--- src/rtl/core/grid_min_cost_path_macros.svh ---
// Assertion macros shared by the grid path modules.
`ifndef GRID_MIN_COST_PATH_MACROS_SVH
`define GRID_MIN_COST_PATH_MACROS_SVH

// Same-cycle implication, sampled on clk, off while arst_n is low.
`define GMCP_ASSERT_SAME(lbl, ante, cons) \
	lbl: assert property (@(posedge clk) disable iff (!arst_n) (ante) |-> (cons)) \
		else $error("grid path assertion failed");

// Next-cycle implication, sampled on clk, off while arst_n is low.
`define GMCP_ASSERT_NEXT(lbl, ante, cons) \
	lbl: assert property (@(posedge clk) disable iff (!arst_n) (ante) |=> (cons)) \
		else $error("grid path assertion failed");

`endif

--- src/rtl/core/gmcp_pkg.sv ---
// Package with constants, payload types and helpers of the grid path block.
`timescale 1ns / 1ps
package gmcp_pkg;

	localparam int GRID_SIDE  = 16;
	localparam int CELLS      = GRID_SIDE * GRID_SIDE;
	localparam int ADDR_W     = $clog2(CELLS);
	localparam int MOVE_DEPTH = 30;
	localparam int MIDX_W     = $clog2(MOVE_DEPTH + 1);
	localparam int MV_AW      = $clog2(MOVE_DEPTH);
	localparam int COORD_W    = 4;
	localparam int CELL_W     = 8;
	localparam int COST_W     = 13;
	localparam int MOVE_W     = 2;
	localparam int PADDR_W    = 4;
	localparam int PDATA_W    = 32;

	localparam logic [MOVE_W-1:0] MV_NONE  = 2'd0;
	localparam logic [MOVE_W-1:0] MV_DOWN  = 2'd1;
	localparam logic [MOVE_W-1:0] MV_RIGHT = 2'd2;
	localparam logic [MOVE_W-1:0] MV_DIAG  = 2'd3;

	localparam logic ACT_LOAD  = 1'b0;
	localparam logic ACT_SOLVE = 1'b1;

	localparam logic [1:0] REG_START_ROW = 2'd0;
	localparam logic [1:0] REG_START_COL = 2'd1;
	localparam logic [1:0] REG_GOAL_ROW  = 2'd2;
	localparam logic [1:0] REG_GOAL_COL  = 2'd3;

	// Kind of result sequence handed to the emitter
	localparam logic [1:0] K_MOVES  = 2'd0;
	localparam logic [1:0] K_SINGLE = 2'd1;
	localparam logic [1:0] K_ERROR  = 2'd2;

	typedef struct packed {
		logic               action;
		logic [COORD_W-1:0] cell_row;
		logic [COORD_W-1:0] cell_col;
		logic [CELL_W-1:0]  cell_cost;
	} item_t;

	typedef struct packed {
		logic [MOVE_W-1:0] step_move;
		logic [COST_W-1:0] path_cost;
		logic              bad_goal;
		logic              last_move;
	} result_t;

	typedef struct packed {
		logic [COORD_W-1:0] start_row;
		logic [COORD_W-1:0] start_col;
		logic [COORD_W-1:0] goal_row;
		logic [COORD_W-1:0] goal_col;
	} cfg_t;

	typedef struct packed {
		logic              we;
		logic [MIDX_W-1:0] idx;
		logic [MOVE_W-1:0] mv;
	} trace_wr_t;

	typedef struct packed {
		logic              start;
		logic [1:0]        kind;
		logic [COST_W-1:0] total;
		logic [MIDX_W-1:0] count;
	} emit_req_t;

	function automatic logic [ADDR_W-1:0] cell_addr(input logic [COORD_W-1:0] r,
			input logic [COORD_W-1:0] c);
		cell_addr = ADDR_W'(int'(r) * GRID_SIDE + int'(c));
	endfunction

	function automatic logic coord_ok(input logic [COORD_W-1:0] v);
		coord_ok = int'(v) < GRID_SIDE;
	endfunction

endpackage

--- src/rtl/core/gmcp_emit.sv ---
// Move buffer and output register that replay the traced path start-first.
`timescale 1ns / 1ps
`include "grid_min_cost_path_macros.svh"
module gmcp_emit import gmcp_pkg::*; (
	input  logic      clk,
	input  logic      arst_n,
	input  trace_wr_t trace,
	input  emit_req_t req,
	output logic      emit_busy,
	output logic      result_valid,
	input  logic      result_stall,
	output result_t   result
);

	localparam logic [1:0] E_IDLE = 2'd0;
	localparam logic [1:0] E_RD   = 2'd1;
	localparam logic [1:0] E_LD   = 2'd2;

	logic [MOVE_W-1:0] move_mem [MOVE_DEPTH];

	logic [1:0]        state_q;
	logic [1:0]        kind_q;
	logic [COST_W-1:0] total_q;
	logic [MIDX_W-1:0] idx_q;
	logic [MOVE_W-1:0] move_rd_q;
	logic              out_valid_q;
	result_t           out_q;
	logic              load, final_ld;
	result_t           next_res;

	assign emit_busy    = state_q != E_IDLE;
	assign result_valid = out_valid_q;
	assign result       = out_q;
	assign load         = state_q == E_LD && (!out_valid_q || !result_stall);
	assign final_ld     = kind_q != K_MOVES || idx_q == '0;

	always_comb begin
		next_res.step_move = (kind_q == K_MOVES) ? move_rd_q : MV_NONE;
		next_res.path_cost = (kind_q == K_ERROR) ? '0 : total_q;
		next_res.bad_goal  = kind_q == K_ERROR;
		next_res.last_move = final_ld;
	end

	always_ff @(posedge clk) begin
		if (trace.we) begin
			move_mem[trace.idx[MV_AW-1:0]] <= trace.mv;
		end
		if (state_q == E_RD) begin
			move_rd_q <= move_mem[idx_q[MV_AW-1:0]];
		end
		if (req.start) begin
			kind_q  <= req.kind;
			total_q <= req.total;
		end
		if (load) begin
			out_q <= next_res;
		end
	end

	always_ff @(posedge clk or negedge arst_n) begin
		if (!arst_n) begin
			state_q     <= E_IDLE;
			idx_q       <= '0;
			out_valid_q <= 1'b0;
		end else begin
			if (load) begin
				out_valid_q <= 1'b1;
			end else if (!result_stall) begin
				out_valid_q <= 1'b0;
			end
			case (state_q)
				E_IDLE: begin
					if (req.start) begin
						// moves were stored goal-first: replay from the top down
						idx_q   <= req.count - MIDX_W'(1);
						state_q <= (req.kind == K_MOVES) ? E_RD : E_LD;
					end
				end
				E_RD: state_q <= E_LD;
				E_LD: begin
					if (load) begin
						if (final_ld) begin
							state_q <= E_IDLE;
						end else begin
							idx_q   <= idx_q - MIDX_W'(1);
							state_q <= E_RD;
						end
					end
				end
				default: state_q <= E_IDLE;
			endcase
		end
	end

	`GMCP_ASSERT_SAME(a_start_idle, req.start, state_q == E_IDLE)
	`GMCP_ASSERT_NEXT(a_rd_then_ld, state_q == E_RD, state_q == E_LD)
	`GMCP_ASSERT_SAME(a_idx_range, state_q != E_IDLE && kind_q == K_MOVES, idx_q < MIDX_W'(MOVE_DEPTH))

endmodule

--- config.mk ---
export PLATFORM = sky130hd
export DESIGN_NAME = gmcp_emit
export DESIGN_NICKNAME = d
export VERILOG_FILES = /design/src/rtl/core/gmcp_pkg.sv /design/src/rtl/core/gmcp_emit.sv
export VERILOG_INCLUDE_DIRS = /design/src /design/src/rtl/core
export SDC_FILE = /design/constraint.sdc
export NUM_CORES = 1
export LEC_CHECK = 0
export BUFFER_PORTS_ARGS = -buffer_cell sky130_fd_sc_hd__buf_2
export CAP_MARGIN = 0
export CORE_AREA = 3 3 105 77
export CTS_BUF_LIST = sky130_fd_sc_hd__clkbuf_2
export CTS_CLUSTER_SIZE = 14
export DETAILED_ROUTE_END_ITERATION = 6
export DIE_AREA = 0 0 108 80
export PLACE_DENSITY = 0.8
export SYNTH_ARGS = -nofsm -noshare
export SYNTH_HDL_FRONTEND = slang
export SYNTH_SLANG_ARGS = --single-unit
--- constraint.sdc ---
create_clock -name clk -period 2.4 [get_ports clk]
set_input_delay 0.48 -clock clk [delete_from_list [all_inputs] [get_ports clk]]
set_output_delay 0.48 -clock clk [all_outputs]
set_load 0.05 [all_outputs]
Word level (Yosys, flattened, before mapping) --
Memory sizes are Yosys's and may differ from the RTL's. A register that Yosys moved wholly into a read port is not among the register bits. Index checks and enable logic that the tools add are counted.
Storage, ports and cells: flip-flop bits (word level) 40, bits in writable memories 60, output and inout port bits 19, word-level logic and storage cells 46, memories 1
Memory list:
- move_mem | words 30, width 2, rd ports 1, clocked after memory_dff 1, wr ports 1, line gmcp_emit.sv:19 | logic [MOVE_W-1:0] move_mem [MOVE_DEPTH];
Operators by class: add/sub/neg operators 2, eq/ne operators 7, muxes and demuxes 13, reductions and logical operators 14
Operators with widths (count):
- 5-bit 2-to-1 mux | 3
- 5-bit one-hot mux with 2 select lines | 1
- 5-bit by 1-bit subtractor with 5-bit output, second input constant | 2
- 2-bit zero test | 3
- 2-bit 2-to-1 mux | 3
- 2-bit != test, second input constant | 3
- 2-bit one-hot mux with 3 select lines | 1
- 2-bit nonzero test | 3
- 5-bit zero test | 1
- 1-bit 2-to-1 mux | 5
- 2-bit == test, second input constant | 2
- 4-bit AND reduction | 1
- 2-bit by 1-bit == test with 1-bit output, second input constant | 1
- 1-bit zero test | 2
- 1-bit logical OR | 2
- 2-bit by 1-bit != test with 1-bit output, second input constant | 1
- 2-bit AND reduction | 1
- 1-bit logical AND | 1

Depth between registers and ports, before layout --
Gate-level depths: netlist of run 1.
word-level depth 5, gate-level depth with buffers 9

Worst setup path after synthesis of run 1 --
OpenSTA, ideal clock, no wires.
kind register to register, start register state_q[0], end register idx_q[0], arrival time 1953 ps, setup slack 320 ps, stages on the path, launching flop included 7, path buffers 2, clock period less this slack 2080 ps, path through dfrtp_1 buf_2 nand2b_1 buf_2 a21oi_2 a21o_2 mux2_1
Between the ends: word-level cells in the longest chain between the ends 4, elaborated cells between the ends (all ways) 9, classes of those cells eq/ne (4); mux (1); reduce/logical (4)
RTL lines:
- start: declaration | line gmcp_emit.sv:21 | logic [1:0] state_q;
- start signal: assignment | line gmcp_emit.sv:76 | state_q <= (req.kind == K_MOVES) ? E_RD : E_LD;
- 2-bit == test | line gmcp_emit.sv:34 | assign load = state_q == E_LD && (!out_valid_q || !result_stall);
- 1-bit logical AND | line gmcp_emit.sv:34
- via load | line gmcp_emit.sv:28 | logic load, final_ld;
- 2-bit != test (no source line)
- 4-bit AND reduction (no source line)
- end signal: assignment | line gmcp_emit.sv:75 | idx_q <= req.count - MIDX_W'(1);
- end signal: assignment | line gmcp_emit.sv:85 | idx_q <= idx_q - MIDX_W'(1);
- end: declaration | line gmcp_emit.sv:24 | logic [MIDX_W-1:0] idx_q;
The timed path passes the listed nets, and every way through them passes these cells. A chain may end at the register's enable or synchronous reset.

Worst setup path after layout of run 1 --
start register state_q[0], end register idx_q[4]
Between the ends: word-level cells in the longest chain between the ends 4, elaborated cells between the ends (all ways) 9, classes of those cells eq/ne (4); mux (1); reduce/logical (4)
RTL lines (line):
- 2-bit == test | gmcp_emit.sv:34, gmcp_emit.sv:71
- 1-bit logical AND | gmcp_emit.sv:34
- 2-bit != test (no source line)
- 4-bit AND reduction (no source line)
Parallel ways exist; a longest one is shown, timed or not.

==> reports/results.tsv, run 1 <==
stage	metric	value	unit
run_status	status	finished clean	
critical_path	WP data required	2900	ps
layout	Final Net Count	366	
layout	final core utilization	0.659	
critical_path	Setup crit end kind	register	
power	combinational power share	0.312	
grt	largest net degree at the start of global routing	31	
synthesis	FF+latch count, synth	102	
layout	fraction of layout cells with a size suffix above 1	0.281	
clock_tree	CTS Buffer Depth	2	
clock_tree	CTS tree	yes	
synthesis	most instantiated library cell after synthesis	edfxtp_1	
floorplanning	FP Rows	26	
power	Static Leak	0.00167	uW
synthesis	asr flop ratio synth	0.0784	
placement	DP HPWL	5730	um
power	switching share of power	0.358	
layout	Fillers	534	
min_path	Hold Path Class	in2reg	
floorplanning	CORE AREA	7190	um^2
synthesis	Mapped Area	4250	um^2
synthesis	Mapped Nets	310	
synthesis	leading area contributor after synthesis	edfxtp_1	
layout	diode count	0	
synthesis	main combinational cell family by area after synthesis	simple AND/OR/NAND/NOR gates	
grt	overflow left after global routing	0	
synthesis	Yosys top cell area share	0.664	
clock_tree	CTS Buf Count	9	
layout	Layout area overhead	11.4	%
critical_path	CP Cell Sequence	nand2b_1 > mux2i_1 > ha_1 > a21oi_1 > a41oi_1 > a21oi_1 > a21oi_1	
route	vias per cell	5.81	
synthesis	multiplexer share of the synthesized area	0.0935	
grt	antenna violations before repair	0	
synthesis	Synth Area in Compound Gates	0.0559	
grt	all-layer global routing usage	0.199	
critical_path	CP most frequent cell	a21oi_1	
critical_path	Setup crit start kind	register	
sta	Final setup viols	0	
synthesis	synth top area cells	edfxtp_1, mux4_2, dfrtp_1	
critical_path	Critical Path Fanout Max	9	
sta	Clock Skew	34.5	ps
clock_tree	Skew-Pair Late Insertion Delay	550	ps
synthesis	Avg Cell Area, Syn	15.4	um^2
power	Peak VDD IR	639	uV
floorplanning	# IOs	51	
synthesis	Cells after Synth	277	
critical_path	Arr. time, crit path	2600	ps
job	# Max-Cap Violations	0	
sta	Slew HR	0.650	
floorplanning	die height	80	um
route	Routed WL	8030	um
critical_path	Critical Path Max Stage Delay	580	ps
sta	Worst-Margin Slew	525	ps
critical_path	Setup CP Type	reg2reg	
route	Post-route DRC	0	
route	router iterations before antenna repair	5	
clock_tree	CTS Sinks	102	
sta	final hold viol count	0	
floorplanning	die width	108	um
critical_path	delay-heaviest family, CP	flip-flops	
placement	# port buffers	50	
sta	period utilisation layout	0.873	
synthesis	post-synthesis cell type count	40	
grt	first-pass GRT wire length	12800	um
critical_path	CP bufs+invs	0	
synthesis	Primary FF master, synth	edfxtp_1	
synthesis	Post-synth EDFFs	94	
floorplanning	area of the die	8640	um^2
floorplanning	initial core utilization	0.592	
synthesis	Adder-Cell Fraction of Synth Area	0.00294	
clock_tree	H-Tree Depth	3	
clock_tree	Clock transition at path regs	280	ps
power	PD cells	973	nW/um^2
synthesis	Yosys warnings	0	
clock_tree	postcts setup bufs	0	
synthesis	Synth top cells by count	edfxtp_1, nor2_1, a21oi_1	
layout	area of the multi-input gates	1130	um^2
sta	Final Max Slew Viols	0	
sta	maximum clock rate	0.477	GHz
sta	Fin Setup TNS	0	ps
power	Pint	2960	uW
sta	fin crit period	2100	ps
synthesis	XOR/XNOR Fraction of Synth Area	0	
clock_tree	clock root cell	clkbuf_2	
sta	RSZ-0062 raised after global routing	false	
route	Routed wire per std cell	18.4	um
power	Switching Power	1650	uW
grt	vias in the first global route	2448	
synthesis	Seq/Total Area, Yosys	0.711	
synthesis	Synth Area in Simple Gates	0.113	
power	clock share of power	0.181	
placement	routability cong.	0.787	
route	Final ANT Viol Nets	0	
route	DRT iter0 DRCs	154	
power	Seq pwr share	0.508	
layout	FF/Latch Area	3020	um^2
critical_path	slowest CP cell	dfrtp_1	
route	via count	2535	
[power groups by stage]
stage | Combinational (uW) | Sequential, uW | Clock [uW]
floorplan | 960 | 2500 | 0
global placement | 1390 | 2370 | 0
detailed placement | 1420 | 2380 | 0
CTS | 1430 | 2340 | 845
global route | 1530 | 2370 | 924
finish | 1440 | 2340 | 832
[per-layer routing]
layer / GRT usage / share of wire
met1: 0.280 / 0.43
met2: 0.314 / 0.50
met3: 0.0525 / 0.065
met4: 0.0504 / 0.013
met5: 0 / 0
[cells by family (layout without fill, tap and decap cells)]
| group | count (synthesis) | after routing |
|---|---|---|
| adders and majority gates | 1 | 1 |
| muxes | 25 | 25 |
| and+or+nand+nor | 94 | 94 |
| DFF | 102 | 102 |
| AOI/OAI and AO/OA | 35 | 35 |
| buffers and inverters | 20 | 81 |
[repair_timing]
action / 4_1_cts / 5_1_grt
setup endpoints to repair: 0 / 1
resized for setup: 0 / 1
endpoints found under the hold margin: 8 / 0
hold buffers: 1 / 0
[worst paths after layout]
path | cells past startpoint | endpoint | slack, ps | startpoint
min reg2reg | 1 | result[15] | 550 | move_rd_q[0]
min in group asynchronous | 2 | idx_q[2] | 260 | arst_n
max in group asynchronous | 2 | idx_q[0] | 1950 | arst_n
max | 7 | idx_q[4] | 300 | state_q[0]
min | 1 | total_q[3] | 70 | req[8]
max reg2reg | 7 | idx_q[4] | 300 | state_q[0]
[cell type report]
type                            count  area share
Sequential cell                   102       0.638
Multi-Input combinational cell    155       0.238
Inverter                            7     0.00555
Clock buffer                        9     0.00951
Timing Repair Buffer               58      0.0660
Clock inverter                      7      0.0169
Tap cell                           98      0.0259
[registers in the layout (all words and copies together) (netlist names)]
register and cells:
kind_q 2, move_rd_q 2, result_valid 1, total_q 13, state_q 2, idx_q 5
result 17, move_mem 60
[stage by stage]
| stage | cell area [um^2] | hold WS (ps) | total power (uW) | worst slack (ps) | std cells |
|---|---|---|---|---|---|
| 5_1_grt | 4740 | 3.55 | 4830 | 154 | 436 |
| 6_report | 4740 | 72.5 | 4610 | 304 | 436 |
| 4_1_cts | 4740 | 59.6 | 4610 | 161 | 436 |
| 2_1_floorplan | 4250 | 184 | 3460 | 320 | 277 |
| 3_3_place_gp | 4600 | 336 | 3760 | 304 | 419 |
| 3_5_place_dp | 4600 | 346 | 3800 | 187 | 419 |
[layout by cell type, fill, tap and decap left out, types with 2 or more instances in the layout]
cell type,count
clkinvlp_4,2
edfxtp_1,94
o21ai_0,3
nand2b_1,3
nand3_1,11
buf_4,7
nand3b_1,7
mux4_2,11
buf_2,50
a21oi_1,16
o22ai_1,2
mux2_1,5
and2_1,15
dfrtp_1,7
inv_1,7
clkbuf_2,9
nand2_1,6
a31oi_1,3
mux2_2,3
inv_8,2
mux2i_1,6
nor2_1,40
or3b_2,3
nor3_1,3
No activity file was read; power rests on OpenSTA's default activity.
==> run 2, diff against run 1 <==
Settings changed: REMOVE_ABC_BUFFERS set to 1, SLEW_MARGIN set to 5.
==> run 2 against run 1 <==
Against the previous run:
- die area is the same
- non-clock buffer count is 4 higher
- critical path depth unchanged
- sequential cell count unchanged
- sequential share of layout area is 0.39 points lower
- hold slack got worse by 4.8 ps
- final cell count increased by 0.92%
- utilization increased by 0.38 points
- highest routed layer unchanged
==> reports/results.tsv, run 2 (synthesis results as in run 1) <==
stage	metric	value	unit	change
critical_path	WP data required	2890	ps	about the same
grt	vias in the first global route	2454		+0.25%
sta	fin crit period	2190	ps	+97.7 ps
layout	Layout area overhead	12.0	%	
clock_tree	CTS Buf Count	9		unchanged
route	DRT iter0 DRCs	275		+79%
clock_tree	CTS Buffer Depth	2		unchanged
floorplanning	area of the die	8640	um^2	unchanged
floorplanning	die height	80	um	unchanged
sta	RSZ-0062 raised after global routing	false		
layout	most frequent cells in the layout	edfxtp_1, buf_2, nor2_1		
floorplanning	initial core utilization	0.592		unchanged
route	Routed WL	8130	um	+1.2%
critical_path	worst reg-to-reg setup slack	210	ps	-100 ps
sta	final hold viol count	0		unchanged
critical_path	CP startpoint	state_q[0]		
grt	overflow left after global routing	0		unchanged
sta	Fin Setup TNS	0	ps	unchanged
min_path	Hold Path Class	in2reg		
route	Post-route DRC	0		unchanged
job	# Max-Cap Violations	0		unchanged
sta	Final Max Slew Viols	0		unchanged
power	Pint	2870	uW	-2.9%
sta	setup ws final	206	ps	-97.7 ps
critical_path	Setup CP Type	reg2reg		
power	Peak VDD IR	579	uV	-9.3%
critical_path	Arr. time, crit path	2680	ps	+80 ps
grt	largest net degree at the start of global routing	31		unchanged
min_path	Worst Hold Launch	req[19]		
placement	routability cong.	0.839		+6.6%
route	router iterations before antenna repair	5		unchanged
layout	Fillers	519		-2.8%
layout	most common cell after layout, fill and taps aside	edfxtp_1		
sta	Worst-Margin Slew	672	ps	+147 ps
grt	first-pass GRT wire length	13000	um	+1.4%
placement	DP HPWL	5560	um	-2.9%
clock_tree	clock root cell	clkbuf_2		
critical_path	reg-to-reg endpoint	idx_q[4]		
sta	period utilisation layout	0.914		+0.0407
layout	final instance area	4770	um^2	+0.58%
grt	all-layer global routing usage	0.204		+0.00477
critical_path	Critical Path Fanout Max	9		unchanged
placement	dpl ws	278	ps	+91.4 ps
power	Static Leak	0.00169	uW	+1.1%
floorplanning	die width	108	um	unchanged
sta	Clock Skew	27.6	ps	-6.96 ps
floorplanning	CORE AREA	7190	um^2	unchanged
sta	maximum clock rate	0.456	GHz	-4.5%
power	switching share of power	0.368		+0.00957
layout	number of flip-flops in the largest register	60		unchanged
grt	antenna violations before repair	0		unchanged
layout	Final Net Count	370		+1.1%
critical_path	RR Startpoint	state_q[0]		
route	via count	2559		+0.95%
floorplanning	# IOs	51		unchanged
layout	fraction of layout cells with a size suffix above 1	0.275		-0.00621
critical_path	Setup crit start kind	register		
sta	Slew HR	0.552		-0.0980
clock_tree	CTS Sinks	102		unchanged
route	Routed wire per std cell	18.5	um	+0.33%
placement	post-place instance area	4600	um^2	unchanged
placement	# port buffers	50		unchanged
clock_tree	H-Tree Depth	3		unchanged
run_status	status	finished clean		
critical_path	Setup crit end kind	register		
route	Final ANT Viol Nets	0		unchanged
layout	diode count	0		unchanged
clock_tree	CTS tree	yes		
critical_path	Worst Setup EP	idx_q[4]		
floorplanning	FP Rows	26		unchanged
power	clock share of power	0.168		-0.013
power	Seq pwr share	0.514		+0.006
power	PD cells	954	nW/um^2	-2.0%
power	Switching Power	1670	uW	+1.2%
sta	Final setup viols	0		unchanged
clock_tree	# resized after CTS	0		unchanged
power	combinational power share	0.318		+0.006
critical_path	cell count of the worst reg-to-reg path	7		unchanged
clock_tree	Clock transition at path regs	290	ps	about the same
clock_tree	Skew-Pair Late Insertion Delay	570	ps	+20 ps
clock_tree	postcts setup bufs	0		unchanged
route	vias per cell	5.82		about the same
sta	WHS	67.6	ps	-4.84 ps
run 2: changes by cell type in the layout (fill, tap and decap cells not counted), sizes merged:
cell         before  now
clkinv            1    4
clkinvlp          2    0
bufinv            1    0
dlygate4sd3       1    5
run 2: area by class of cell:
cell class / instances / area [um^2] / share of cell area
clock inverters: 7 / 68.8 / 0.0144
repair buffers: 62 / 353 / 0.0740
well taps: 98 / 123 / 0.0257
inverters: 7 / 26.3 / 0.00551
clock buffers: 9 / 45.0 / 0.00945
flip-flops and latches: 102 / 3020 / 0.634
multi-input cells: 155 / 1130 / 0.237
run 2: critical path, stage by stage, from the launching register on:
cell and delay [ps]:
dfrtp_1 590, nand2b_1 420, mux2i_1 280, ha_1 290, a21oi_1 90, a41oi_1 210
a21oi_1 100, a21oi_1 160
run 2: what timing repair did:
| item | 4_1_cts | 5_1_grt |
|---|---|---|
| setup endpoints to repair | 0 | 0 |
| hold buffers | 1 | 4 |
| endpoints found under the hold margin | 8 | 4 |
run 2: worst min-delay path by stage:
| stage | to | slack, ps | cells past startpoint |
|---|---|---|---|
| floorplan | idx_q[0] | 180 | 0 |
| global placement | state_q[1] | 340 | 1 |
| detailed placement | idx_q[2] | 340 | 1 |
| CTS | total_q[11] | 20 | 1 |
| global route | total_q[0] | 3 | 1 |
| finish | kind_q[1] | 70 | 1 |
run 2: stage by stage:
stage               cells  utilization  total power (uW)
floorplan             264            -              3360
global placement      419        0.640              3760
detailed placement    419        0.640              3800
CTS                   436        0.657              4560
global route          440        0.663              4800
finish                440        0.663              4540
run 2: layer usage:
layer | global-route usage | routed length (um) | share of wire
met2 | 0.300 | 3850 | 0.47
met3 | 0.0437 | 604 | 0.074
met5 | 0 | 0 | 0
met1 | 0.310 | 3600 | 0.44
met4 | 0.0618 | 78 | 0.0096
run 2: power groups by stage:
stage	combinational [uW]	clock, uW	sequential, uW
6_report	1450	764	2330
5_1_grt	1570	868	2360
4_1_cts	1440	785	2330
3_5_place_dp	1430	0	2370
3_3_place_gp	1390	0	2360
2_1_floorplan	691	0	2670
