## src/rtl/core/grid_min_cost_path_macros.svh

```systemverilog
// Assertion macros shared by the grid path modules.
`ifndef GRID_MIN_COST_PATH_MACROS_SVH
`define GRID_MIN_COST_PATH_MACROS_SVH

// Same-cycle implication, sampled on clk, off while arst_n is low.
`define GMCP_ASSERT_SAME(lbl, ante, cons) \
	lbl: assert property (@(posedge clk) disable iff (!arst_n) (ante) |-> (cons)) \
		else $error("grid path assertion failed");

// Next-cycle implication, sampled on clk, off while arst_n is low.
`define GMCP_ASSERT_NEXT(lbl, ante, cons) \
	lbl: assert property (@(posedge clk) disable iff (!arst_n) (ante) |=> (cons)) \
		else $error("grid path assertion failed");

`endif

```

## src/rtl/core/gmcp_pkg.sv

```systemverilog
// Package with constants, payload types and helpers of the grid path block.
`timescale 1ns / 1ps
package gmcp_pkg;

	localparam int GRID_SIDE  = 16;
	localparam int CELLS      = GRID_SIDE * GRID_SIDE;
	localparam int ADDR_W     = $clog2(CELLS);
	localparam int MOVE_DEPTH = 30;
	localparam int MIDX_W     = $clog2(MOVE_DEPTH + 1);
	localparam int MV_AW      = $clog2(MOVE_DEPTH);
	localparam int COORD_W    = 4;
	localparam int CELL_W     = 8;
	localparam int COST_W     = 13;
	localparam int MOVE_W     = 2;
	localparam int PADDR_W    = 4;
	localparam int PDATA_W    = 32;

	localparam logic [MOVE_W-1:0] MV_NONE  = 2'd0;
	localparam logic [MOVE_W-1:0] MV_DOWN  = 2'd1;
	localparam logic [MOVE_W-1:0] MV_RIGHT = 2'd2;
	localparam logic [MOVE_W-1:0] MV_DIAG  = 2'd3;

	localparam logic ACT_LOAD  = 1'b0;
	localparam logic ACT_SOLVE = 1'b1;

	localparam logic [1:0] REG_START_ROW = 2'd0;
	localparam logic [1:0] REG_START_COL = 2'd1;
	localparam logic [1:0] REG_GOAL_ROW  = 2'd2;
	localparam logic [1:0] REG_GOAL_COL  = 2'd3;

	// Kind of result sequence handed to the emitter
	localparam logic [1:0] K_MOVES  = 2'd0;
	localparam logic [1:0] K_SINGLE = 2'd1;
	localparam logic [1:0] K_ERROR  = 2'd2;

	typedef struct packed {
		logic               action;
		logic [COORD_W-1:0] cell_row;
		logic [COORD_W-1:0] cell_col;
		logic [CELL_W-1:0]  cell_cost;
	} item_t;

	typedef struct packed {
		logic [MOVE_W-1:0] step_move;
		logic [COST_W-1:0] path_cost;
		logic              bad_goal;
		logic              last_move;
	} result_t;

	typedef struct packed {
		logic [COORD_W-1:0] start_row;
		logic [COORD_W-1:0] start_col;
		logic [COORD_W-1:0] goal_row;
		logic [COORD_W-1:0] goal_col;
	} cfg_t;

	typedef struct packed {
		logic              we;
		logic [MIDX_W-1:0] idx;
		logic [MOVE_W-1:0] mv;
	} trace_wr_t;

	typedef struct packed {
		logic              start;
		logic [1:0]        kind;
		logic [COST_W-1:0] total;
		logic [MIDX_W-1:0] count;
	} emit_req_t;

	function automatic logic [ADDR_W-1:0] cell_addr(input logic [COORD_W-1:0] r,
			input logic [COORD_W-1:0] c);
		cell_addr = ADDR_W'(int'(r) * GRID_SIDE + int'(c));
	endfunction

	function automatic logic coord_ok(input logic [COORD_W-1:0] v);
		coord_ok = int'(v) < GRID_SIDE;
	endfunction

endpackage

```

## src/rtl/core/gmcp_apb.sv

```systemverilog
// APB register file holding the start and goal cells.
`timescale 1ns / 1ps
module gmcp_apb import gmcp_pkg::*; (
	input  logic               clk,
	input  logic               arst_n,
	input  logic               psel,
	input  logic               penable,
	input  logic               pwrite,
	input  logic [PADDR_W-1:0] paddr,
	input  logic [PDATA_W-1:0] pwdata,
	output logic [PDATA_W-1:0] prdata,
	output logic               pready,
	output cfg_t               cfg
);

	cfg_t       cfg_q;
	logic [1:0] reg_idx;
	logic       wr_en;

	assign reg_idx = paddr[3:2];
	assign wr_en   = psel && penable && pwrite;
	assign pready  = 1'b1;
	assign cfg     = cfg_q;

	always_ff @(posedge clk or negedge arst_n) begin
		if (!arst_n) begin
			cfg_q.start_row <= '0;
			cfg_q.start_col <= '0;
			cfg_q.goal_row  <= COORD_W'(15);
			cfg_q.goal_col  <= COORD_W'(15);
		end else if (wr_en) begin
			case (reg_idx)
				REG_START_ROW: cfg_q.start_row <= pwdata[COORD_W-1:0];
				REG_START_COL: cfg_q.start_col <= pwdata[COORD_W-1:0];
				REG_GOAL_ROW:  cfg_q.goal_row  <= pwdata[COORD_W-1:0];
				REG_GOAL_COL:  cfg_q.goal_col  <= pwdata[COORD_W-1:0];
				default: ;
			endcase
		end
	end

	always_comb begin
		case (reg_idx)
			REG_START_ROW: prdata = PDATA_W'(cfg_q.start_row);
			REG_START_COL: prdata = PDATA_W'(cfg_q.start_col);
			REG_GOAL_ROW:  prdata = PDATA_W'(cfg_q.goal_row);
			REG_GOAL_COL:  prdata = PDATA_W'(cfg_q.goal_col);
			default:       prdata = '0;
		endcase
	end

endmodule

```

## config.mk

```make
export PLATFORM = sky130hd
export DESIGN_NAME = gmcp_apb
export DESIGN_NICKNAME = d
export VERILOG_FILES = /design/src/rtl/core/grid_min_cost_path_macros.svh /design/src/rtl/core/gmcp_pkg.sv /design/src/rtl/core/gmcp_apb.sv
export SDC_FILE = /design/constraint.sdc
export NUM_CORES = 1
export LEC_CHECK = 0
export BUFFER_PORTS_ARGS = -buffer_cell sky130_fd_sc_hd__clkbuf_2
export CORE_MARGIN = 10
export CORE_UTILIZATION = 37
export DETAILED_ROUTE_END_ITERATION = 8
export GPL_ROUTABILITY_DRIVEN = 0
export PLACE_DENSITY = 0.79
export SYNTH_ARGS = -nofsm -noshare
export SYNTH_HDL_FRONTEND = slang
export SYNTH_SLANG_ARGS = --single-unit
```

## constraint.sdc

```tcl
create_clock -name clk -period 1.3 [get_ports clk]
set_input_delay 0.195 -clock clk [delete_from_list [all_inputs] [get_ports clk]]
set_output_delay 0.195 -clock clk [all_outputs]
set_load 0.01 [all_outputs]
```

# [Yosys cells after proc, flatten, opt, wreduce, memory -nomap -nowiden]
# Cells that the tools add are included.
[classes] eq_ne=3 n_mux=1 n_reduce_logical=7
[ops] cell="$pmux W32 S4" count=1
[ops] cell="$reduce_and A2 Y1" count=4
[ops] cell="$eq A2 B2 Y1 const B" count=2
[ops] cell="$eq A2 B1 Y1 const B" count=1
[ops] cell="$logic_and A1 B1 Y1" count=2
[ops] cell="$logic_not A2 Y1" count=1
[totals] ff_bits=16 inputBits=41 out_inout_bits=49 elab_cells=15

# [Longest topological paths before layout]
# Gate-level depths: netlist of the first run.
[depth] word_depth=3 ltp_mapped=3 ltp_nobuf=3

# [Worst setup path after synthesis of the first run]
# No wires, ideal clock.
[synth_timing] path_type="reg-to-output" from="reg cfg_q (netlist bit cfg[12])" to="out prdata[0]" arrival_time_ns=0.892 required_ns=1.105 setup_slack_ns=0.213 stages_incl_launch_ff=2 path_buffers=0 path_cell_list="dfrtp_1 > mux4_2"
[synth_via] elab_chain_cells=1
[synth_rtl] item="start, declared" line="gmcp_apb.sv:16" text="cfg_t cfg_q;"
[synth_rtl] item="$pmux W32 S4" line="gmcp_apb.sv:43" text="case (reg_idx)"
[synth_rtl] item="end, declared" line="gmcp_apb.sv:11" text="output logic [PDATA_W-1:0] prdata,"
# Every way passes these cells. The select of a mux whose other input is x is not followed.

# [Final worst setup path of the first run]
[layout_timing] from="reg cfg_q (netlist bit cfg[0])" to="out prdata[0]"
# The elaborated chain is that of the path after synthesis.

==> results.tsv, run 1 <==
stage	metric	value	unit
setup_path	CP startpoint kind	flop	
yosys	synth unique cells	13	
timing	endpoints failing setup	4	
cts	number of H-tree levels	1	
setup_path	reg2reg start	cfg[12]	
yosys	share of the synthesized area in the top cell type	22.4	%
min_path	hold path depth	2	
job	max-capacitance violation count	0	
timing	RSZ-0062 raised after global routing	true	
cts	Worst-path clk slew	0.08	ns
setup_path	R2R cell count	2	
yosys	Syn. warnings	0	
drt	WL final	2230	um
pwr	power share of the clock group	15.3	%
drt	Starting DRT DRC Count	6	
timing	TNS Setup	-0.596	ns
cells_and_area	commonest non-fill, non-tap cell in the layout	clkbuf_2	
placed_design	Setup WS pre-CTS	-0.0430	ns
timing	min cycle time layout	1.46	ns
cells_and_area	final net count	159	
yosys	Avg Synthesized Cell Area	13.4	um^2
min_path	HP Start	pwdata[3]	
cts	clock sink count	16	
setup_path	endpoint kind of the worst setup timing path	output pin	
floorplan	IO Pins	90	
run_status	failing checks	setup timing	
setup_path	crit path kind	flop to output pin	
global_routing	pin count of the biggest net entering global routing	17	
drt	Vias/cell	4.42	
yosys	Post-Syn Area	1010	um^2
cells_and_area	area occupied by multi-input gates	462	um^2
timing	Slew Limit Fails	0	
yosys	sequential area share after synthesis	40.7	%
timing	post-layout worst setup margin	-0.163	ns
drt	DRT Pass-1 Iters	3	
pwr	NetSw	0.502	mW
min_path	HP Class	input port to flop	
cells_and_area	fin cells	146	
yosys	Synth area leader	buf_4	
pwr	Tot Pwr	1.59	mW
pwr	maximum vdd drop	0.791	mV
drt	Post-DRT Antenna Nets	0	
setup_path	r2r setup slk	0.40	ns
cts	CTS tree	built	
floorplan	die width	72.2	um
cells_and_area	number of flip-flops in the largest register	16	
floorplan	row count	18	
setup_path	Crit Path Max Fanout	3	
min_path	Hold Path End	cfg[7]	
cells_and_area	fillcell total	233	
timing	Tcrit/Tclk final	113	%
cts	Max Root-Sink Buffers	2	
global_routing	GR Overflow Total	0	
floorplan	Core Footprint	2540	um^2
cells_and_area	diodes inserted	0	
cells_and_area	most frequent cells in the layout	30 x clkbuf_2, 29 x conb_1, 15 x mux2_2	
cts	CTS buffer count	3	
yosys	flops & latches, synth	16	
yosys	Post-Syn Instances	75	
setup_path	required time worst endpoint	1.11	ns
pwr	Leakage Power	0.615	nW
setup_path	Worst R2R End	cfg[12]	
global_routing	antenna violations before repair	0	
cts	Worst-Skew Late Latency	0.27	ns
global_routing	first-pass GRT wire length	3690	um
setup_path	Crit path arrival time	1.27	ns
floorplan	die height	72.2	um
placed_design	input/output buffers	30	
floorplan	full die area	5210	um^2
pwr	sequential fraction of design power	45.7	%
timing	Hold Vio Cnt, Final	0	
yosys	Synth area leaders	buf_4 22%, dfstp_2 21%, dfrtp_1 20%	
pwr	internal power	1.09	mW
cells_and_area	Reg area	410	um^2
timing	Worst Clk Skew	0	ns
drt	Via Count	646	
drt	DRC viols	0	
placed_design	HPWL after detailed placement	1820	um
cts	post-cts sizing count	0	
floorplan	starting density of the core	39.6	%
cts	clk root buf	clkbuf_4	
pwr	Comb pwr share	38.9	%
global_routing	vias in the first global route	752	
cells_and_area	layout cells sized above 1	66.4	%
cells_and_area	final core occ	46.7	%
drt	routed len/inst	15.3	um
cells_and_area	Synth-to-Final Area Change	17.9	%
pwr	Sw Ratio	31.5	%
global_routing	Tot GR Track Use	8.57	%
timing	Max Clk Rate	0.683	GHz
placed_design	Placed Cells	134	
run_status	outcome	finished, violations left	
pwr	PwrDens	1340	nW/um^2
## logic make-up (layout without fill, tap and decap cells)
kind of cell	after synthesis	after routing	share of synthesized area, %
AND/OR/NAND/NOR	6	6	8.20
flip-flops	16	16	40.7
multiplexers	20	20	26.8
buffers and inverters	31	45	23.5
other	2	29	0.746
## stage by stage
| step | hold WS, ns | cell area (um^2) |
|---|---|---|
| CTS | 0.187 | 1190 |
| detailed placement | 0.137 | 1090 |
| global route | 0.200 | 1190 |
| floorplan | -0.101 | 1110 |
| global placement | 0.125 | 1090 |
| finish | 0.197 | 1190 |
## cell type report
type	instances	share of cell area, %
Clock buffer	3	1.90
Multi-Input combinational cell	55	38.9
Sequential cell	16	34.6
Tap cell	30	3.16
Timing Repair Buffer	42	21.5
## what timing repair did
| item | CTS | global route |
|---|---|---|
| endpoints found under the setup margin | 4 | 4 |
| setup buffers | 8 | 0 |
| gates cloned | 0 | 0 |
| hold buffers | 1 | 0 |
| endpoints found under the hold margin | 8 | 0 |
## power groups by stage
stage | logic, mW | registers (mW) | clock network, mW
after floorplan | 0.310 | 0.794 | 0
final | 0.620 | 0.729 | 0.245
after global placement | 0.519 | 0.740 | 0
after detailed placement | 0.526 | 0.751 | 0
after global routing | 0.683 | 0.751 | 0.283
after CTS | 0.630 | 0.728 | 0.261
## worst max-delay path: stages, from the launching register on
cell      delay, ns
dfstp_2        0.39
mux4_2         0.47
clkbuf_2       0.14
## worst max path at each step
| stage | from | cells after the start | slack (ns) | end |
|---|---|---|---|---|
| floorplan | cfg[12] | 1 | 0.21 | prdata[0] |
| global placement | paddr[2] | 4 | -0.02 | cfg[5] |
| detailed placement | paddr[2] | 4 | -0.04 | cfg[6] |
| CTS | cfg[12] | 2 | -0.17 | prdata[0] |
| global route | cfg[14] | 2 | -0.21 | prdata[2] |
| finish | cfg[0] | 2 | -0.16 | prdata[0] |
## metal layers
| layer | up-vias | track usage (%) | wire length (um) |
|---|---|---|---|
| li1 | 291 | - | - |
| met1 | 311 | 9.39 | 834 |
| met2 | 44 | 13.3 | 1020 |
| met3 | 0 | 5.85 | 379 |
| met4 | 0 | 1.94 | 0 |
| met5 | - | 0 | 0 |
## cell usage after synthesis
cell type	number
buf_4	30
mux2_2	15
dfrtp_1	8
dfstp_2	8
mux4_2	4
conb_1	2
nand3_2	2
and3_2	1
buf_6	1
mux2_1	1
nand3b_4	1
nor3_4	1
nor3b_4	1
Note: power is estimated with default switching activity, not from simulation.
==> run 2: changes to the inputs <==
Settings changed: RECOVER_POWER from default to 100.
==> run 2 against run 1 <==
The run still ends with setup timing left. Worst setup slack worse by 0.0059 ns. Clock skew did not move. Count of clock-buffer cells in the layout did not move. Flip-flop and latch count unchanged. Sequential share of layout area up 1.9 points. Core utilization is 2.4 points lower. Maximum frequency decreased by 0.40%. Critical path depth unchanged. Via count increased by 0.15%. Wire length up 1.0%. Hold slack lost 0.0049 ns. Critical endpoint unchanged.
==> results.tsv, run 2 (synthesis gave the netlist of run 1 again) <==
stage	metric	value	unit	change
run_status	outcome	finished, violations left		
run_status	failing checks	setup timing		
placed_design	HPWL after detailed placement	1820	um	unchanged
timing	TNS Setup	-0.622	ns	-0.0259 ns
cts	Max Root-Sink Buffers	2		unchanged
setup_path	Crit path arrival time	1.27	ns	about the same
global_routing	pin count of the biggest net entering global routing	17		unchanged
global_routing	vias in the first global route	752		unchanged
pwr	Leakage Power	0.548	nW	-11%
cells_and_area	commonest non-fill, non-tap cell in the layout	conb_1		
setup_path	CP startpoint kind	flop		
floorplan	die width	72.2	um	unchanged
timing	RSZ-0062 raised after global routing	true		
cts	clk root buf	clkbuf_4		
floorplan	Core Footprint	2540	um^2	unchanged
timing	post-layout worst setup margin	-0.169	ns	-0.00587 ns
setup_path	CP startpoint	cfg[0]		
setup_path	endpoint kind of the worst setup timing path	output pin		
drt	WL final	2250	um	+1.0%
timing	min cycle time layout	1.47	ns	+0.00587 ns
cells_and_area	most frequent cells in the layout	29 x conb_1, 21 x clkbuf_2, 15 x mux2_2		
setup_path	R2R cell count	2		unchanged
floorplan	starting density of the core	39.6	%	unchanged
global_routing	antenna violations before repair	0		unchanged
cts	CTS buffer count	3		unchanged
pwr	PwrDens	1390	nW/um^2	+3.4%
timing	Max Clk Rate	0.681	GHz	-0.40%
cells_and_area	number of flip-flops in the largest register	16		unchanged
cts	CTS tree	built		
setup_path	Crit path largest cell delay	0.46	ns	about the same
timing	Slew Limit Fails	0		unchanged
cells_and_area	diodes inserted	0		unchanged
cells_and_area	layout cells sized above 1	53.4	%	-13 points
drt	routed len/inst	15.4	um	+1.0%
pwr	maximum vdd drop	0.782	mV	-1.2%
cts	clock sink count	16		unchanged
drt	DRC viols	0		unchanged
floorplan	full die area	5210	um^2	unchanged
placed_design	input/output buffers	30		unchanged
drt	DRT Pass-1 Iters	3		unchanged
min_path	Hold Path End	cfg[8]		
timing	Slew HR	42.5	%	
setup_path	Slowest cell on crit path	mux4_2		
pwr	Tot Pwr	1.56	mW	-2.0%
cts	post-cts sizing count	0		unchanged
job	max-capacitance violation count	0		unchanged
setup_path	CP Depth	2		unchanged
timing	Hold Vio Cnt, Final	0		unchanged
cells_and_area	final net count	159		unchanged
setup_path	crit path kind	flop to output pin		
global_routing	Tot GR Track Use	8.57	%	unchanged
setup_path	Worst R2R End	cfg[12]		
timing	Worst Clk Skew	0	ns	unchanged
cts	number of H-tree levels	1		unchanged
drt	Via Count	647		+0.15%
drt	Vias/cell	4.43		+0.15%
cts	Worst-Skew Late Latency	0.28	ns	about the same
setup_path	Crit Path Max Fanout	3		unchanged
floorplan	IO Pins	90		unchanged
timing	Slew @ Worst Pin	0.862	ns	
drt	Post-DRT Antenna Nets	0		unchanged
setup_path	CP delay by family, top	multiplexers		
min_path	HP Class	input port to flop		
placed_design	Setup WS pre-CTS	-0.0430	ns	unchanged
min_path	hold path depth	2		unchanged
cts	Worst-path clk slew	0.09	ns	about the same
drt	Starting DRT DRC Count	10		+4
setup_path	required time worst endpoint	1.11	ns	about the same
cells_and_area	Synth-to-Final Area Change	11.8	%	
timing	Hold Slack	0.192	ns	-0.00489 ns
floorplan	die height	72.2	um	unchanged
min_path	HP Start	pwdata[0]		
setup_path	r2r setup slk	0.40	ns	about the same
timing	endpoints failing setup	4		unchanged
setup_path	CP cell instances	mux4_2 -> clkbuf_2		
floorplan	row count	18		unchanged
setup_path	reg2reg start	cfg[12]		
timing	Tcrit/Tclk final	113	%	+0.45 points
setup_path	worst path buffer plus inverter count	1		unchanged
global_routing	first-pass GRT wire length	3690	um	unchanged
global_routing	GR Overflow Total	0		unchanged
## run 2: stage by stage
stage               utilization (%)  area, um^2  std cells
floorplan                         -        1110        102
CTS                            46.7        1190        146
detailed placement             43.0        1090        134
global placement               43.0        1090        134
global route                   44.2        1130        146
finish                         44.2        1130        146
## run 2: area by class of cell
type | count | area, um^2
Clock buffer | 3 | 22.5
Fill cell | 244 | 1420
Sequential cell | 16 | 410
Tap cell | 30 | 37.5
Multi-Input combinational cell | 55 | 432
Timing Repair Buffer | 42 | 224
## run 2: routing by layer
metal | vias up | share of wire (%) | track usage (%)
met5 | - | 0 | 0
met4 | 0 | 0.53 | 1.94
met3 | 2 | 17 | 5.85
met2 | 46 | 45 | 13.3
met1 | 311 | 38 | 9.39
li1 | 288 | - | -
## run 2: timing repair
action | 4_1_cts | 5_1_grt
buffers inserted | 8 | 0
hold buffers | 1 | 0
hold endpoints to repair | 8 | 0
endpoints found under the setup margin | 4 | 4
pin swaps | 0 | 0
## run 2: worst max-delay path by stage
stage                            to  slack (ns)
after floorplan           prdata[0]        0.21
after global placement       cfg[5]       -0.02
after detailed placement     cfg[6]       -0.04
after CTS                 prdata[0]       -0.17
after global routing      prdata[2]       -0.21
final                     prdata[0]       -0.17
## run 2: power breakdown
| group | switching, mW | internal, mW |
|---|---|---|
| Combinational | 0.284 | 0.303 |
| Sequential | 0.0712 | 0.652 |
| Clock | 0.144 | 0.107 |
==> run 3: changes to the inputs <==
Settings changed: BUFFER_PORTS_ARGS -buffer_cell sky130_fd_sc_hd__clkbuf_2 to default, CORE_UTILIZATION 37 to 60, DONT_BUFFER_PORTS from default to 1, PLACE_DENSITY 0.79 to 0.76.
==> run 3 against run 2 <==
Via count fell by 27%. Count of clock-buffer cells in the layout rose by 1. The run still ends with setup timing left. Core utilization rose by 17 points. Wire length fell by 13%. Sequential share of layout area rose by 7.4 points. Largest cell class unchanged.
==> results.tsv, run 3 (synthesis gave the netlist of run 1 again) <==
stage	metric	value	unit	change
pwr	power share of the clock group	23.2	%	+7.1 points
timing	Slew @ Worst Pin	0.701	ns	-0.161 ns
min_path	HP Class	input port to flop		
setup_path	Crit path arrival time	1.26	ns	about the same
drt	Post-DRT Antenna Nets	0		unchanged
drt	Via Count	473		-27%
timing	Slew Limit Fails	0		unchanged
cells_and_area	most frequent cells in the layout	29 x conb_1, 15 x mux2_2, 7 x dfrtp_1		
pwr	PwrDens	1490	nW/um^2	+7.4%
floorplan	row count	14		-4
global_routing	pin count of the biggest net entering global routing	17		unchanged
cts	Max Root-Sink Buffers	2		unchanged
timing	Slew HR	53.1	%	+11 points
run_status	failing checks	setup timing		
floorplan	IO Pins	90		unchanged
pwr	maximum vdd drop	0.846	mV	+8.2%
drt	Vias/cell	5.14		+16%
cells_and_area	commonest non-fill, non-tap cell in the layout	conb_1		
cells_and_area	number of flip-flops in the largest register	16		unchanged
cts	post-CTS setup buffer count	0		-8
pwr	Leakage Power	0.434	nW	-21%
placed_design	HPWL after detailed placement	1600	um	-12%
cts	CTS tree	built		
cells_and_area	Synth-to-Final Area Change	-6.71	%	
setup_path	required time worst endpoint	1.11	ns	about the same
timing	RSZ-0062 raised after global routing	true		
timing	post-layout worst setup margin	-0.155	ns	+0.0140 ns
drt	Starting DRT DRC Count	6		-4
setup_path	CP delay by family, top	multiplexers		
timing	Max Clk Rate	0.687	GHz	+0.96%
cells_and_area	final net count	118		-26%
drt	routed len/inst	21.3	um	+38%
timing	Hold Vio Cnt, Final	0		unchanged
setup_path	Crit path largest cell delay	0.52	ns	+0.06 ns
setup_path	Crit Path Max Fanout	3		unchanged
setup_path	Slowest cell on crit path	mux4_2		
floorplan	die height	61.0	um	-16%
pwr	Comb pwr share	18.8	%	-19 points
setup_path	crit path kind	flop to output pin		
floorplan	Core Footprint	1540	um^2	-39%
cts	clock sink count	16		unchanged
floorplan	full die area	3720	um^2	-29%
pwr	Sw Ratio	31.1	%	-0.91 points
pwr	sequential fraction of design power	58.0	%	+12 points
cells_and_area	final core occ	61.0	%	+17 points
cells_and_area	fin cells	92		-37%
drt	DRT Pass-1 Iters	4		+1
global_routing	GR Overflow Total	0		unchanged
global_routing	antenna violations before repair	0		unchanged
setup_path	worst path buffer plus inverter count	0		-1
placed_design	Placed Cells	87		-35%
pwr	internal power	0.965	mW	-9.2%
timing	min cycle time layout	1.46	ns	-0.0140 ns
cts	CTS buffer count	3		unchanged
setup_path	CP cell instances	mux4_2		
floorplan	starting density of the core	65.3	%	+26 points
run_status	outcome	finished, violations left		
timing	Worst Clk Skew	0	ns	unchanged
timing	Tcrit/Tclk final	112	%	-1.1 points
cts	Worst-path clk slew	0.10	ns	about the same
cts	Worst-Skew Late Latency	0.28	ns	about the same
timing	endpoints failing setup	4		unchanged
job	max-capacitance violation count	0		unchanged
cells_and_area	layout cells sized above 1	44.7	%	-8.7 points
pwr	NetSw	0.435	mW	-13%
cells_and_area	fillcell total	124		-49%
setup_path	endpoint kind of the worst setup timing path	output pin		
cells_and_area	diodes inserted	0		unchanged
global_routing	vias in the first global route	516		-31%
placed_design	input/output buffers	0		-100%
floorplan	die width	61.0	um	-16%
cts	clk root buf	clkbuf_4		
placed_design	Setup WS pre-CTS	0.152	ns	+0.194 ns
drt	WL final	1960	um	-13%
setup_path	CP startpoint kind	flop		
drt	DRC viols	0		unchanged
global_routing	Tot GR Track Use	10.0	%	+1.5 points
global_routing	first-pass GRT wire length	2740	um	-26%
cts	number of H-tree levels	1		unchanged
run 3: cell count changes in the layout (fill, tap and decap cells not counted), moves of 2 or more:
cell / previous run / this run
clkbuf_1: 11 / 0
clkbuf_2: 21 / 0
dfstp_1: 2 / 4
dfstp_2: 6 / 4
buf_4: 9 / 0
run 3: layout make-up:
type | instances | area, um^2 | share of cell area, %
multi-input combinational | 55 | 462 | 49.1
clock buffer | 4 | 36.3 | 3.86
tap | 16 | 20.0 | 2.13
sequential | 16 | 412 | 43.8
timing repair buffer | 1 | 10.0 | 1.07
run 3: layer usage:
metal  routed length, um  vias up  track usage (%)
li1                    -      204                -
met1                 613      231             9.26
met2                 895       36             15.9
met3                 436        2             9.19
met4                  14        0             2.82
met5                   0        -                0
run 3: power groups by stage:
stage,Combinational [mW],Clock (mW),Sequential (mW)
floorplan,0.310,0,0.794
global placement,0.243,0,0.836
detailed placement,0.251,0,0.839
CTS,0.263,0.336,0.830
global route,0.289,0.361,0.839
finish,0.263,0.325,0.812
run 3: stage by stage:
step | area, um^2 | hold WS [ns] | power, mW | setup TNS (ns)
CTS | 938 | 0.0306 | 1.43 | -0.637
finish | 940 | 0.0349 | 1.40 | -0.568
detailed placement | 892 | -0.100 | 1.09 | 0
global route | 940 | 0.0243 | 1.49 | -0.778
global placement | 892 | -0.100 | 1.08 | 0
floorplan | 1110 | -0.101 | 1.10 | 0
run 3: worst paths after layout:
kind | cells after the start | startpoint | endpoint | slack [ns]
min reg2reg | 1 | cfg[9] | cfg[9] | 0.60
min | 1 | pwdata[3] | cfg[7] | 0.03
min in group asynchronous | 1 | arst_n | cfg[11] | 0.38
max in group asynchronous | 1 | arst_n | cfg[9] | 0.43
max | 1 | cfg[9] | prdata[1] | -0.16
max reg2reg | 1 | cfg[5] | cfg[5] | 0.47
run 3: repair_timing:
action                                  4_1_cts  5_1_grt
endpoints found under the setup margin        4        4
gates cloned                                  0        0
resized for setup                             0        2
pin swaps                                     0        0
hold buffers                                  1        0
endpoints found under the hold margin        16        0
